--- src/rtl/core/cuaf_pkg.sv ---
// cuaf_pkg: shared types and constants of the centroid update pipeline
// depends on nothing; used by every module of the block
package cuaf_pkg;

  localparam int unsigned DIM_W    = 11;
  localparam int unsigned PT_W     = 10;
  localparam int unsigned VOL_W    = 20;
  localparam int unsigned SUM_W    = 30;
  localparam int unsigned CM_W     = 20;
  localparam int unsigned FRAC     = 8;
  localparam int unsigned REG_IDX_W = 3;

  localparam logic [DIM_W-1:0] DIM_MAX   = 11'd1024;
  localparam logic [DIM_W-1:0] DIM_RESET = 11'd256;
  localparam logic [DIM_W-1:0] DIMZ_RESET = 11'd1;

  // quotient bits of the shift divider (saturates above) and of the result divider
  localparam int unsigned Q1_W = 12;
  localparam int unsigned Q2_W = 20;

  // stage map
  localparam int unsigned ST_C    = Q1_W + 1;
  localparam int unsigned ST_MUL  = ST_C + 1;
  localparam int unsigned ST_WRAP = ST_MUL + 1;
  localparam int unsigned ST_N    = ST_WRAP + 1;
  localparam int unsigned ST_OUT  = ST_N + Q2_W + 1;
  localparam int unsigned NSTAGE  = ST_OUT + 1;

  localparam logic signed [CM_W-1:0] OUT_LO = -20'sd262144;
  localparam logic signed [CM_W-1:0] OUT_HI = 20'sd262400;

  typedef enum logic [REG_IDX_W-1:0] {
    REG_DIM_X  = 3'd0,
    REG_DIM_Y  = 3'd1,
    REG_DIM_Z  = 3'd2,
    REG_PER_X  = 3'd3,
    REG_PER_Y  = 3'd4,
    REG_PER_Z  = 3'd5
  } cuaf_reg_e;

  typedef struct packed {
    logic             operation;
    logic [PT_W-1:0]  pt_x;
    logic [PT_W-1:0]  pt_y;
    logic [PT_W-1:0]  pt_z;
    logic [VOL_W-1:0] volume;
    logic [SUM_W-1:0] sum_x;
    logic [SUM_W-1:0] sum_y;
    logic [SUM_W-1:0] sum_z;
  } cuaf_in_t;

  typedef struct packed {
    logic signed [CM_W-1:0] cm_x;
    logic signed [CM_W-1:0] cm_y;
    logic signed [CM_W-1:0] cm_z;
  } cuaf_out_t;

  // shift divider stage: sum / volume
  typedef struct packed {
    logic             lose;
    logic             raw;
    logic [PT_W-1:0]  pt;
    logic [VOL_W-1:0] vol;
    logic [SUM_W-1:0] sum;
    logic             sat;
    logic [VOL_W-1:0] rem;
    logic [Q1_W-1:0]  quo;
  } cuaf_d1_t;

  typedef struct packed {
    logic                   raw;
    logic [CM_W-1:0]        rawval;
    logic signed [31:0]     c;
    logic [VOL_W:0]         n;
    logic [30:0]            dn;
  } cuaf_mid_t;

  // result divider stage: |512c + n| / 2n
  typedef struct packed {
    logic             raw;
    logic [CM_W-1:0]  rawval;
    logic             neg;
    logic             sat;
    logic [VOL_W+1:0] d;
    logic [40:0]      mag;
    logic [VOL_W+1:0] rem;
    logic [Q2_W-1:0]  quo;
  } cuaf_d2_t;

endpackage

--- src/rtl/core/cuaf_axis.sv ---
// cuaf_axis: one axis of the centroid pipeline, two restoring dividers
// depends on cuaf_pkg; stage enables come from the top level
module cuaf_axis (
  input  logic                             clk_i,
  input  logic [cuaf_pkg::NSTAGE-1:0]      en_i,
  input  logic                             lose_i,
  input  logic [cuaf_pkg::PT_W-1:0]        pt_i,
  input  logic [cuaf_pkg::VOL_W-1:0]       vol_i,
  input  logic [cuaf_pkg::SUM_W-1:0]       sum_i,
  input  logic [cuaf_pkg::DIM_W-1:0]       dim_i,
  input  logic                             periodic_i,
  input  logic                             any_i,
  output logic signed [cuaf_pkg::CM_W-1:0] cm_o
);
  import cuaf_pkg::*;

  cuaf_d1_t  d1_q [Q1_W+1];
  cuaf_mid_t c_q, mul_q, wrap_q;
  cuaf_d2_t  d2_q [Q2_W+1];
  logic signed [CM_W-1:0] cm_q;

  // shift divider init, quotient saturates when sum >= vol * 2^Q1_W
  always_ff @(posedge clk_i) begin
    if (en_i[0]) begin
      d1_q[0].lose <= lose_i;
      d1_q[0].raw  <= lose_i && (vol_i <= 20'd1);
      d1_q[0].pt   <= pt_i;
      d1_q[0].vol  <= vol_i;
      d1_q[0].sum  <= sum_i;
      d1_q[0].sat  <= {2'b0, sum_i[SUM_W-1:Q1_W]} >= vol_i;
      d1_q[0].rem  <= {2'b0, sum_i[SUM_W-1:Q1_W]};
      d1_q[0].quo  <= '0;
    end
  end

  for (genvar j = 1; j <= Q1_W; j++) begin : g_d1
    logic [VOL_W:0] remsh;
    logic           ge;
    cuaf_d1_t       nx;
    always_comb begin
      remsh = {d1_q[j-1].rem, d1_q[j-1].sum[Q1_W-j]};
      ge    = remsh >= {1'b0, d1_q[j-1].vol};
      nx    = d1_q[j-1];
      nx.rem = ge ? VOL_W'(remsh - {1'b0, d1_q[j-1].vol}) : remsh[VOL_W-1:0];
      nx.quo = {d1_q[j-1].quo[Q1_W-2:0], ge};
    end
    always_ff @(posedge clk_i) begin
      if (en_i[j]) d1_q[j] <= nx;
    end
  end

  // shift, point wrap and new sum
  cuaf_d1_t            a;
  logic [PT_W-1:0]     h;
  logic                doshift, adj, wp, wm, force_p;
  logic signed [13:0]  shift;
  logic signed [14:0]  tt, lim;
  logic signed [12:0]  off;
  cuaf_mid_t           c_d;

  always_comb begin
    a       = d1_q[Q1_W];
    h       = dim_i[DIM_W-1:1];
    doshift = periodic_i && (a.vol > 20'd1);
    adj     = (a.quo < {2'b0, h}) && (a.rem != '0);
    shift   = $signed({2'b0, a.quo}) - $signed({4'b0, h}) + $signed({13'b0, adj});
    tt      = doshift ? ($signed({5'b0, a.pt}) - $signed({shift[13], shift}))
                      : $signed({5'b0, a.pt});
    lim     = $signed({4'b0, dim_i}) - 15'sd1;
    force_p = doshift && a.sat;
    wp      = any_i && (force_p || (tt < 15'sd0));
    wm      = any_i && !force_p && !(tt < 15'sd0) && (tt > lim);
    off     = $signed({3'b0, a.pt});
    if (wp) off = off + $signed({2'b0, dim_i});
    if (wm) off = off - $signed({2'b0, dim_i});
    c_d.raw    = a.raw;
    c_d.rawval = (a.sum > 30'd1025) ? OUT_HI : {a.sum[11:0], 8'b0};
    c_d.c      = a.lose ? ($signed({2'b0, a.sum}) - $signed({{19{off[12]}}, off}))
                        : ($signed({2'b0, a.sum}) + $signed({{19{off[12]}}, off}));
    c_d.n      = a.lose ? ({1'b0, a.vol} - 21'd1) : ({1'b0, a.vol} + 21'd1);
    c_d.dn     = '0;
  end

  logic [31:0] prod;
  cuaf_mid_t   mul_d, wrap_d;

  always_comb begin
    prod     = {21'b0, dim_i} * {11'b0, c_q.n};
    mul_d    = c_q;
    mul_d.dn = prod[30:0];
    wrap_d   = mul_q;
    if (any_i && (mul_q.c < 32'sd0)) begin
      wrap_d.c = mul_q.c + $signed({1'b0, mul_q.dn});
    end else if (any_i && (mul_q.c > $signed({1'b0, mul_q.dn}))) begin
      wrap_d.c = mul_q.c - $signed({1'b0, mul_q.dn});
    end
  end

  always_ff @(posedge clk_i) begin
    if (en_i[ST_C])    c_q    <= c_d;
    if (en_i[ST_MUL])  mul_q  <= mul_d;
    if (en_i[ST_WRAP]) wrap_q <= wrap_d;
  end

  // result divider init: numerator 512c + n, divisor 2n
  logic signed [41:0] nn, absn;
  cuaf_d2_t           n_d;

  always_comb begin
    nn  = $signed({wrap_q.c[31], wrap_q.c, 9'b0}) + $signed({21'b0, wrap_q.n});
    absn = nn[41] ? -nn : nn;
    n_d.raw    = wrap_q.raw;
    n_d.rawval = wrap_q.rawval;
    n_d.neg    = nn[41];
    n_d.d      = {wrap_q.n, 1'b0};
    n_d.mag    = absn[40:0];
    n_d.sat    = {1'b0, absn[40:Q2_W]} >= {wrap_q.n, 1'b0};
    n_d.rem    = {1'b0, absn[40:Q2_W]};
    n_d.quo    = '0;
  end

  always_ff @(posedge clk_i) begin
    if (en_i[ST_N]) d2_q[0] <= n_d;
  end

  for (genvar j = 1; j <= Q2_W; j++) begin : g_d2
    logic [VOL_W+2:0] remsh;
    logic             ge;
    cuaf_d2_t         nx;
    always_comb begin
      remsh  = {d2_q[j-1].rem, d2_q[j-1].mag[Q2_W-j]};
      ge     = remsh >= {1'b0, d2_q[j-1].d};
      nx     = d2_q[j-1];
      nx.rem = ge ? (VOL_W+2)'(remsh - {1'b0, d2_q[j-1].d}) : remsh[VOL_W+1:0];
      nx.quo = {d2_q[j-1].quo[Q2_W-2:0], ge};
    end
    always_ff @(posedge clk_i) begin
      if (en_i[ST_N+j]) d2_q[j] <= nx;
    end
  end

  // floor for negative numerators, then clamp; raw items pass their raw value
  cuaf_d2_t           f;
  logic signed [21:0] val;
  logic signed [CM_W-1:0] cm_d;

  always_comb begin
    f   = d2_q[Q2_W];
    val = f.neg ? (-$signed({2'b0, f.quo}) - $signed({21'b0, (f.rem != '0)}))
                : $signed({2'b0, f.quo});
    if (f.raw) begin
      cm_d = f.rawval;
    end else if (f.sat) begin
      cm_d = f.neg ? OUT_LO : OUT_HI;
    end else if (val < $signed({{2{OUT_LO[CM_W-1]}}, OUT_LO})) begin
      cm_d = OUT_LO;
    end else if (val > $signed({2'b0, OUT_HI})) begin
      cm_d = OUT_HI;
    end else begin
      cm_d = val[CM_W-1:0];
    end
  end

  always_ff @(posedge clk_i) begin
    if (en_i[ST_OUT]) cm_q <= cm_d;
  end

  assign cm_o = cm_q;

endmodule

--- config.mk ---
export PLATFORM = sky130hd
export DESIGN_NAME = cuaf_axis
export DESIGN_NICKNAME = d
export VERILOG_FILES = /design/src/rtl/core/cuaf_pkg.sv /design/src/rtl/core/cuaf_axis.sv
export SDC_FILE = /design/constraint.sdc
export NUM_CORES = 2
export LEC_CHECK = 0
export ABC_CLOCK_PERIOD_IN_PS = 12900
export BUFFER_PORTS_ARGS = -buffer_cell sky130_fd_sc_hd__buf_2
export CAP_MARGIN = 0
export CELL_PAD_IN_SITES_DETAIL_PLACEMENT = 0
export CELL_PAD_IN_SITES_GLOBAL_PLACEMENT = 1
export CORE_MARGIN = 2
export CORE_UTILIZATION = 30
export CTS_CLUSTER_DIAMETER = 60
export DETAILED_ROUTE_END_ITERATION = 12
export GPL_TIMING_DRIVEN = 0
export PLACE_DENSITY = 0.61
export SYNTH_ARGS = -nofsm -noshare
export SYNTH_HDL_FRONTEND = slang
export SYNTH_SLANG_ARGS = --single-unit
--- constraint.sdc ---
create_clock -name clk_i -period 12.9 [get_ports clk_i]
set_input_delay 0.645 -clock clk_i [delete_from_list [all_inputs] [get_ports clk_i]]
set_output_delay 0.645 -clock clk_i [all_outputs]
set_load 0.05 [all_outputs]
* After elaboration in Yosys (flattened, before gate mapping) *
Memories as Yosys holds them, arrays and structs flattened.
Index checks and enable logic that the tools add are counted.

word-level totals
  register bits = 273
  bits in writable memories = 3923
  bits of input ports = 113
  output and inout port bits = 20
  logic and storage cells = 239
  memories kept = 2

cells by class
  add/sub/neg operators = 48
  $mul = 1
  $lt $le $gt $ge = 44
  multiplexer cells = 114
  reductions and logical operators = 15

memories
  name  words  bits a word  read ports  clocked after Yosys merged registers in  wr ports  RTL line         text
  d2_q  21     128          21          0                                        21        cuaf_axis.sv:19  cuaf_d2_t d2_q [Q2_W+1];
  d1_q  13     95           13          0                                        13        cuaf_axis.sv:17  cuaf_d1_t d1_q [Q1_W+1];

operator list
  cell                                                              count
  2-to-1 mux 22 bit                                                 21
  >= comparator 23 x 22 -> 1 bit                                    20
  subtractor 22 bit                                                 20
  2-to-1 mux 20 bit                                                 17
  >= comparator 21 x 20 -> 1 bit                                    12
  subtractor 20 bit                                                 12
  2-to-1 mux 32 bit                                                 3
  2-to-1 mux 1 bit                                                  68
  adder 41 x 22 -> 42 bit                                           1
  2-to-1 mux 41 bit                                                 1
  negation 41 bit                                                   1
  adder 31 x 13 -> 32 bit                                           1
  adder 32 bit                                                      1
  greater-than comparator 32 bit                                    1
  < comparator 32 x 1 -> 1 bit (second input constant)              1
  subtractor 31 x 13 -> 32 bit                                      1
  subtractor 32 bit                                                 1
  multiplier 11 x 21 -> 31 bit                                      1
  greater-than comparator 30 x 11 -> 1 bit (second input constant)  1
  >= comparator 21 x 22 -> 1 bit                                    1
  greater-than comparator 22 x 20 -> 1 bit (second input constant)  1
  < comparator 22 x 19 -> 1 bit (second input constant)             1
  negation 20 -> 22 bit                                             1
  nonzero test 22 bit                                               1
  23 further kinds                                                  33

* Logic depth before layout (Yosys ltp) *
An unclocked memory read counts as a cell.

  word-level depth = 14
  gate-level depth with buffers = 52

* Worst setup path after synthesis *
OpenSTA, ideal clock, no wires.

  kind = input -> register
  start = in dim_i[2] (netlist name)
  end = reg c_q[83] (netlist name), data pin
  setup time = 0.136 ns
  arrival = 10.923 ns
  required time = 12.764 ns
  path slack = 1.841 ns
  stages on the path = 44
  path through = inv_1 > ha_1 > nor2b_1 > o21ai_0 > a21boi_0 > o21ai_0 > a21boi_0 > o21ai_0 > a21boi_0 > o21ai_0 > nor2b_1 > o21ai_0 > fa_1 > inv_1 > ha_1 > or2_2 > fa_1 > nand2b_1 > [... 8 more ...] > o311a_1 > o21a_1 > or3_1 > a311oi_1 > nand2_1 > or3b_1 > ha_1 > nor2_1 > nor2_1 > ha_1 > and3_1 > o211ai_1 > or4_1 > a211oi_1 > a221o_1 > a211oi_1 > or4b_2 > nand3_1

RTL lines
  element               RTL line          text
  start, declared       cuaf_axis.sv:10   input logic [cuaf_pkg::DIM_W-1:0] dim_i,
  end signal, assigned  cuaf_axis.sv:100  if (en_i[ST_C]) c_q <= c_d;
  end, declared         cuaf_axis.sv:18   cuaf_mid_t c_q, mul_q, wrap_q;

==> impl_summary.txt <==
----------------------------------------------------
[Setup path]
  Category of the worst setup path capture point ... flip-flop
  Kind of critical path ... reg2reg
  Required time reported for the critical path endpoint ... 13.69 ns
  Arrival time worst endpoint ... 12.98 ns
  Type of origin of the critical path ... flip-flop
  Delay of the slowest cell on the worst path ... 0.61 ns
  Max Fanout on Critical Path ... 10
  Worst path most repeated cell ... ha_1
  Library cell contributing the largest single delay on the critical path ... or4b_2

[Synth]
  Count of distinct cell types in the synthesized netlist ... 96
  Ys flop type ... edfxtp_1
  Fraction of the yosys area taken by sequential cells ... 0.5957
  Syn_area_per_cell ... 12.85 um^2
  Number of synthesized register bits ... 2982
  Number of synthesis warnings ... 0
  Net count after synthesis ... 12990
  Gate count after technology mapping ... 11700
  Fraction of registers with async set/reset ... 0
  Combined area of all synthesized cells ... 150300 um^2
  EDFF count, synth ... 2982

[Detailed routing]
  Routed length per instance ... 18.26 um
  Average via count per standard cell ... 4.658
  Aggregate routed wire length ... 350400 um
  Starting DRC count in detailed routing ... 5462
  Remaining DRCs ... 0
  1st-pass router iterations ... 5
  Routed Antenna Nets ... 0
  Via total after detailed routing ... 89380

[Global routing]
  Number of antenna violations at the first check in global routing ... 14
  Total Routing Usage GR ... 0.1352
  Global routing met2 resource utilization ... 0.2438
  Met1 Use GR ... 0.1686
  Wire length of the first global-routing pass ... 538900 um
  Pin count of the biggest net entering global routing ... 73
  Top Usage Layer GRT ... met2
  Via count of the first global-routing pass ... 89790
  Global routing met3 resource utilization ... 0.01582
  GRT overflow ... 0

[Clock network]
  Post-CTS setup buffer count ... 0
  CTS sink cnt ... 2982
  Clock tree from TritonCTS ... yes
  Root buf cell ... clkbuf_16
  Max Root-Sink Buffers ... 4
  Level count of the clock H-tree ... 5
  Number of clock buffers inserted by TritonCTS ... 329
  Clock Latency Late Sink ... 0.97 ns
  Clock-pin slew reported for the worst setup and hold paths after clock tree synthesis ... 0.06 ns

[Timing]
  Fraction of the cycle the final worst path needs ... 0.9454
  Achievable frequency ... 82.00 MHz
  Time the worst path needs with I/O delays and setup ... 12.20 ns
  Total of endpoints with negative setup slack in the final report ... 0
  Total count of max-transition violations in the final report ... 0
  Number of endpoints with negative hold slack in the final report ... 0
  Max-slew headroom at the worst pin ... 0.2156
  Setup Skew ... 0.09009 ns
  Transition time at the pin with the least slew margin ... 1.147 ns

[Final layout]
  Ratio of cells with drive above 1 in the final layout ... 0.09369
  Post-synthesis to final-layout area growth ... 14.33%
  Final Core Density ... 0.3448
  Count of nets after finishing ... 13560
  Filler cells ... 49020
  Area used by sequential logic in the layout ... 89550 um^2
  Area of combinational cells with multiple inputs ... 55390 um^2
  Final cell count without fillers ... 19190

[Power]
  Leakage power ... 66.59 nW
  Worst VDD drop ... 0.0001260 V
  Power density relative to cell area ... 224.8 nW/um^2

[Place]
  Placed Cells ... 18520
  Weighted congestion at the end of routability-driven global placement ... 0.8337
  Post-DP HPWL ... 268000 um
  Number of input and output port buffers inserted ... 131

[Floorplanning]
  Area of the core ... 498400 um^2
  FP Rows ... 259
  Height of the die ... 711.9 um
  Initial core utilization ... 0.3016
  Die area ... 506800 um^2
  Top-level I/O count ... 133
  Die outline width ... 711.9 um

[Outcome]
  Outcome ... complete, no violations

[Run]
  Max-cap violations ... 0

[Hold path]
  Worst min-delay path category ... in2reg

----------------------------------------------------
==> critical path: cells and delay by family (launching register included) <==
kind	cells	cell delay (ns)
AND/OR/NAND/NOR	14	3.55
adder cells (fa/ha/maj)	7	2.44
multiplexers	1	0.25
buffers and inverters	3	0.40
AO/OA/AOI/OAI	20	4.84
flip-flops	1	0.56
==> synth_stat cells, drive strengths merged, types with 112 or more instances <==
master | instances | share of area
nor3 | 209 | 0.0070
o21a | 112 | 0.0056
nand2 | 716 | 0.018
o21ai | 514 | 0.017
nor2 | 640 | 0.016
fa | 210 | 0.028
clkbuf | 194 | 0.0049
a21oi | 619 | 0.021
nand3 | 146 | 0.0049
inv | 1235 | 0.031
nor2b | 145 | 0.0060
ha | 967 | 0.080
and2 | 135 | 0.0056
xor2 | 216 | 0.013
xnor2 | 439 | 0.026
mux2 | 400 | 0.030
a21o | 264 | 0.013
nand2b | 142 | 0.0059
edfxtp | 2982 | 0.60
==> area by class of cell <==
cell class | instances | area share
diodes | 4 | 0.00005824
plain buffers | 211 | 0.004703
clock buffers | 383 | 0.04946
clock inverters | 210 | 0.01303
inverters | 1237 | 0.02702
multi-input cells | 7271 | 0.3223
flip-flops and latches | 2982 | 0.5210
well taps | 6655 | 0.04845
repair buffers | 237 | 0.01396
==> where the power goes <==
part | total, mW | internal, mW | switching [mW] | leakage, nW
clock | 9.28 | 5.30 | 3.98 | 5.18
sequential | 14.4 | 13.3 | 1.08 | 29.2
combinational | 14.9 | 6.57 | 8.35 | 32.2
==> layout by cell type (no fill, tap or decap), types with 101 or more instances in the layout <==
cell and count:
o21a_1 112, nand4_1 110, nand2_1 715, nor3_1 208
edfxtp_1 2982, xnor2_1 439, mux2_2 400, buf_2 101
xor2_1 216, ha_1 967, clkbuf_16 332, nor2b_1 145
fa_1 210, and3_1 102, a21oi_1 618, inv_1 1234
o21ai_0 495, and2_1 135, nand3_1 146, nand2b_1 142
clkbuf_1 244, a21o_1 264, nor2_1 640
==> metal layers <==
layer	up-vias	wire, um
met5	-	27
met4	4	10690
met3	517	11130
met2	1402	176800
li1	44160	-
met1	43300	151800
==> flip-flops by register name, summed over array words and instances (netlist names) <==
name and cells:
d2_q 1596, d1_q 1137, mul_q 97, c_q 66, n_d 34, wrap_q 32
cm_o 20
==> final timing paths <==
path | startpoint | endpoint | slack, ns | cells past startpoint
max | d1_q[1][381] | c_q[83] | 0.70 | 45
min | en_i[12] | d1_q[1][412] | 0.12 | 1
max reg2reg | d1_q[1][381] | c_q[83] | 0.70 | 45
min reg2reg | mul_q[47] | n_d[100] | 0.35 | 0
==> kinds of logic after synthesis <==
logic type	after synthesis	synth area share
flops	2982	0.5957
simple gates	2673	0.08769
compound gates	2279	0.09803
buf+inv	1448	0.03626
fa+ha+maj	1177	0.1085
xor+xnor	655	0.03816
mux	486	0.03569
other cells	1	0.00002495
==> metrics by stage <==
step                instance area [um^2]  hold WS, ns  power [mW]  setup TNS [ns]  setup slack, ns
floorplan                         150300       0.4003       25.29               0            1.841
global placement                  159300       0.4000       29.61          -6.535           -1.186
detailed placement                160400       0.4045       29.60          -1.021          -0.5887
CTS                               171800     0.009579       39.15               0           0.1779
global route                      171900      0.04802       41.35       -0.005350        -0.005350
finish                            171900       0.1182       38.63               0           0.7046
==> timing repair <==
action / 4_1_cts / 5_1_grt
gates resized for setup: 1 / 8
pin swaps: 0 / 0
setup endpoints to repair: 1 / 9
hold endpoints to repair: 146 / 0
hold buffers: 71 / 0
Note: power is estimated with default switching activity, not from simulation.
